**src/design/rcf_pkg.sv**
```systemverilog
// Shared types and constants of the 3x3 RGB convolution filter.
package rcf_pkg;

   localparam int MAX_WIDTH  = 1024;
   localparam int MAX_HEIGHT = 1024;

   localparam int CHANNELS   = 3;
   localparam int CHAN_W     = 8;
   localparam int COUNT_W    = $clog2(MAX_WIDTH);
   localparam int ROW_W      = $clog2(MAX_HEIGHT);
   localparam int CSR_DATA_W = 11;
   localparam int CSR_IDX_W  = 2;
   localparam int WIN_COLS   = 3;

   localparam int REQ_DATA_W = 24;
   localparam int RSP_DATA_W = 48;

   // Reciprocal of nine in 16 fractional bits, rounded up. It gives the exact
   // floor of sum / 9 for every sum of nine 8-bit values.
   localparam int BLUR_RECIP = 7282;
   localparam int BLUR_SHIFT = 16;

   typedef enum logic [CSR_IDX_W-1:0] {
      CSR_FILTER_MODE  = 2'd0,
      CSR_IMAGE_WIDTH  = 2'd1,
      CSR_IMAGE_HEIGHT = 2'd2
   } csr_index_type;

   typedef enum logic [1:0] {
      MODE_BLUR    = 2'd0,
      MODE_EDGE    = 2'd1,
      MODE_SHARPEN = 2'd2
   } mode_type;

   // Channel 0 is red, 1 green, 2 blue.
   typedef logic [CHANNELS-1:0][CHAN_W-1:0] pixel_type;
   typedef logic [CHANNELS-1:0][CHAN_W:0]   pair_type;

   typedef struct packed {
      pixel_type top;
      pixel_type mid;
      pixel_type bot;
   } column_type;

   typedef struct packed {
      pixel_type prev;
      pixel_type prev2;
   } line_word_type;

   typedef struct packed {
      logic               emit;
      logic [ROW_W-1:0]   row;
      logic [COUNT_W-1:0] col;
      logic               last;
   } info_type;

endpackage

```
**src/design/rcf_col_cell.sv**
```systemverilog
// One column cell of the 3x3 window: holds three pixels and passes them on.
module rcf_col_cell (
   input  logic                clock,
   input  logic                shift_en,
   input  rcf_pkg::column_type col_in,
   output rcf_pkg::column_type col_out,
   output rcf_pkg::pair_type   pair_out
);

   rcf_pkg::column_type col_ff;

   always_ff @(posedge clock) begin
      if (shift_en) begin
         col_ff <= col_in;
      end
   end

   assign col_out = col_ff;

   // Sum of the upper and lower pixel, shared by the box, cross and corner terms.
   always_comb begin
      for (int ch = 0; ch < rcf_pkg::CHANNELS; ch++) begin
         pair_out[ch] = {1'b0, col_ff.top[ch]} + {1'b0, col_ff.bot[ch]};
      end
   end

endmodule

```
**config.mk**
```make
export PLATFORM = sky130hd
export DESIGN_NAME = rcf_col_cell
export DESIGN_NICKNAME = d
export VERILOG_FILES = /design/src/design/rcf_pkg.sv /design/src/design/rcf_col_cell.sv
export SDC_FILE = /design/constraint.sdc
export NUM_CORES = 1
export LEC_CHECK = 0
export ABC_AREA = 1
export ABC_CLOCK_PERIOD_IN_PS = 1800
export BUFFER_PORTS_ARGS = -buffer_cell sky130_fd_sc_hd__buf_4
export CAP_MARGIN = 10
export CORE_MARGIN = 1.5
export CORE_UTILIZATION = 39
export DETAILED_ROUTE_END_ITERATION = 8
export HOLD_SLACK_MARGIN = 0.02
export PLACE_DENSITY = 0.83
export SYNTH_ARGS = -nofsm -noshare
export SYNTH_HDL_FRONTEND = slang
export SYNTH_SLANG_ARGS = --single-unit
```
**constraint.sdc**
```tcl
create_clock -name clock -period 1.8 [get_ports clock]
set_input_delay 0.27 -clock clock [delete_from_list [all_inputs] [get_ports clock]]
set_output_delay 0.27 -clock clock [all_outputs]
set_load 0.03 [all_outputs]
```
==> Word level (Yosys, flattened, before mapping) <==
Cells that the tools add are included.
{ "op_classes": {"addsub": 3} }
{ "op_table": {"columns": ["cell", "n"], "rows": [
  ["$add A8 B8 Y9", 3]
]} }
{ "word_totals": {"in_bits": 74, "out_inout_bits": 99, "word_cells": 12, "regBits": 72} }

==> Longest topological paths before layout <==
{ "depth": {"ltp_word": 1, "mapped_depth": 10, "depth_no_buf": 10} }

==> Worst setup path before layout <==
OpenSTA, ideal clock, no wires.
{ "synth_path": {"path_kind": "reg-to-output", "from": "reg col_ff, in the netlist col_out[64]", "to": "out pair_out[22] (netlist bit)", "arrival_ns": 1.962, "n_path_buf": 0, "stages_incl_launch_ff": 9, "required_time_ns": 1.530, "setup_slack_ns": -0.432, "cell_sequence": "edfxtp_1 -> ha_1 -> inv_1 -> fa_1 -> inv_1 -> nand2_1 -> nand2_1 -> nand2_1 -> xnor2_1"} }
{ "synth_lines": {"columns": ["element", "line_no", "text"], "rows": [
  ["from (decl)", "rcf_col_cell.sv:10", "rcf_pkg::column_type col_ff;"],
  ["from (signal assigned)", "rcf_col_cell.sv:14", "col_ff <= col_in;"],
  ["to (decl)", "rcf_col_cell.sv:7", "output rcf_pkg::pair_type pair_out"]
]} }

==> metrics.md <==
| Metric | Value |
|---|---|
| Register area share after synthesis | `66.0%` |
| Yosys top cell by area | `edfxtp_1` |
| Required @ worst endpoint | `1.53 ns` |
| Critical Path Start Type | `register` |
| GRT Util Overall | `19.9%` |
| Pint | `0.00383 W` |
| Num ports | `173` |
| Worst Max-Slew Pin Slew | `0.411 ns` |
| Layout cells sized above 1 | `64.4%` |
| DIE HEIGHT | `94.7 µm` |
| Netlist cell types | `18` |
| Psw | `0.00199 W` |
| Worst slew margin | `72.6%` |
| Initial DRC count | `77` |
| Most common cell after layout, fill and taps aside | `buf_4` |
| Routed len/inst | `15.8 µm` |
| Net Sw Frac | `34.2%` |
| Initial antenna violation count | `0` |
| Final wirelength | `9210 µm` |
| Max FO, Critical Path | `2` |
| Hold Fails Final Rpt | `0` |
| Count of clock tree sinks | `72` |
| Cells after Synth | `256` |
| First drt pass iteration count | `4` |
| Post-CTS Hold Buffers | `0` |
| Comb pwr share | `39.4%` |
| Pre-CTS WS | `-0.116 ns` |
| #FFs+latches synth | `72` |
| CTS Buf Count | `9` |
| Final Util | `71.2%` |
| Initial Util | `40.1%` |
| Largest net degree at the start of global routing | `30` |
| Run status | `finished, violations left` |
| Multi-input logic area | `0.00151 mm²` |
| Dpl cells | `546` |
| Post-synthesis cell area | `0.00328 mm²` |
| Placed cell area | `0.00502 mm²` |
| Nets | `574` |
| First-pass GRT wire length | `13200 µm` |
| Width of the die | `94.7 µm` |
| Max H-tree Level | `3` |
| Share of the synthesized area in the top cell type | `66.0%` |
| Root Buffer | `clkbuf_8` |
| CTS tree | `built` |
| DR vias/cell | `4.63` |
| Leakage power | `2.68 nW` |
| Yosys warns | `0` |
| P per Cell Area | `999 mW/mm²` |
| WP data arrival | `1.95 ns` |
| Vias in the first global route | `2773` |
| Largest register FFs | `72` |
| Rows | `33` |
| Die area | `0.00896 mm²` |
| Clock power frac | `24.6%` |
| Final period utilization | `123%` |
| GPL Wtd Cong | `0.837` |
| Final worst setup slack | `-0.416 ns` |
| Vias | `2698` |
| Routed Antenna Nets | `0` |
| Tmin final | `2.22 ns` |
| GRT overflow | `0` |
| Max clock buf depth | `2` |
| Core outline area | `0.00818 mm²` |
| Fillcell total | `562` |
| Setup Viol. Count Final | `24` |
| Non-Filler Instances | `583` |
| # diodes | `0` |
| Synth-to-layout area growth | `77.6%` |
| Main area contributors after synthesis | `edfxtp_1, ha_1, nand2_1` |
| Fmax | `0.451 GHz` |
| Total of max-cap violations | `0` |
| Critical path type | `reg -> out` |
| Final instance area | `0.00582 mm²` |
| Flop pwr share | `36.0%` |
| Hold Path Class | `in -> reg` |
| VDD IR-drop max | `621 µV` |
| Register area | `0.00216 mm²` |
| Most frequent cells in the layout | `buf_4, edfxtp_1, nand2_1, inv_1, buf_6` |
| Clock slew at reported path FFs | `0.09 ns` |
| Net count after synthesis | `357` |
| Failing checks | `setup timing` |
| Hold WS | `0.0927 ns` |
| HPWL after detailed placement | `6730 µm` |
| Residual DRC | `0` |
| Max-slew violations | `0` |
| Buffers added on ports | `172` |
| Setup repair after global routing missed its margin | `true` |
| Crit. End Element | `output port` |
| Mapped Avg Cell Area | `12.8 µm²` |
-- cell families after synthesis --
family / count (synthesis) / share of synthesized area (%)
simple gates: 106 / 15.5
flops: 72 / 66.0
buf+inv: 33 / 3.78
fa+ha+maj: 27 / 11.0
compound gates: 9 / 1.37
xor+xnor: 9 / 2.40
-- worst max-delay path, stage by stage, from the launching register on --
cell,delay (ns)
edfxtp_1,0.40
ha_2,0.21
fa_2,0.36
nand2_2,0.07
nand2_2,0.05
nand3b_1,0.15
nand2_2,0.09
nand2_2,0.08
nand2_4,0.05
buf_6,0.13
-- power by group through the flow --
| stage | clock network [W] | registers [W] | logic, W |
|---|---|---|---|
| after floorplan | 0 | 0.00236 | 0.000949 |
| final | 0.00143 | 0.00209 | 0.00229 |
| after global routing | 0.00152 | 0.00211 | 0.00244 |
| after detailed placement | 0 | 0.00211 | 0.00194 |
| after global placement | 0 | 0.00209 | 0.00190 |
| after CTS | 0.00147 | 0.00209 | 0.00220 |
-- repair_timing --
| item | 4_1_cts | 5_1_grt |
|---|---|---|
| resized for setup | 58 | 17 |
| pin swaps | 26 | 16 |
| buffers inserted | 14 | 7 |
| setup endpoints to repair | 24 | 24 |
-- worst paths after layout --
path                       start     endpoint  slack, ns  depth (start not counted)
worst max-delay path  col_out[0]  pair_out[6]      -0.42                          9
worst min-delay path  col_in[10]  col_out[10]       0.09                          1
-- layout make-up --
| class | instances | share of cell area (%) |
|---|---|---|
| Tap cell | 105 | 2.26 |
| Clock buffer | 9 | 2.13 |
| Inverter | 33 | 2.13 |
| Sequential cell | 72 | 37.1 |
| Timing Repair Buffer | 206 | 28.7 |
| Multi-Input combinational cell | 151 | 25.9 |
| Clock inverter | 7 | 1.76 |
-- layer usage --
metal	share of wire (%)	up-vias	global-route usage, %
met4	2.6	0	9.08
met5	0	-	0
met2	57	90	35.8
met3	4.5	18	5.64
li1	-	1296	-
met1	36	1294	21.5
-- synth_stat cells --
master    number
nand2_1       71
inv_1         30
a21oi_1        9
xnor2_1        5
or2_1          1
fa_1           3
xor2_1         4
or2_4          3
nand3b_1       3
nor2_1         6
edfxtp_1      72
nand2_2        5
nand3b_4       2
ha_1          24
nand3_2        3
inv_2          3
nand3_1       10
nor2_2         2
-- metrics by stage --
stage | power (W) | TNS, ns
global placement | 0.00400 | -0.230
detailed placement | 0.00404 | -0.495
global route | 0.00607 | -8.23
finish | 0.00582 | -6.08
floorplan | 0.00331 | -0.859
CTS | 0.00576 | -6.23
Power figures use the tool's default switching activity.
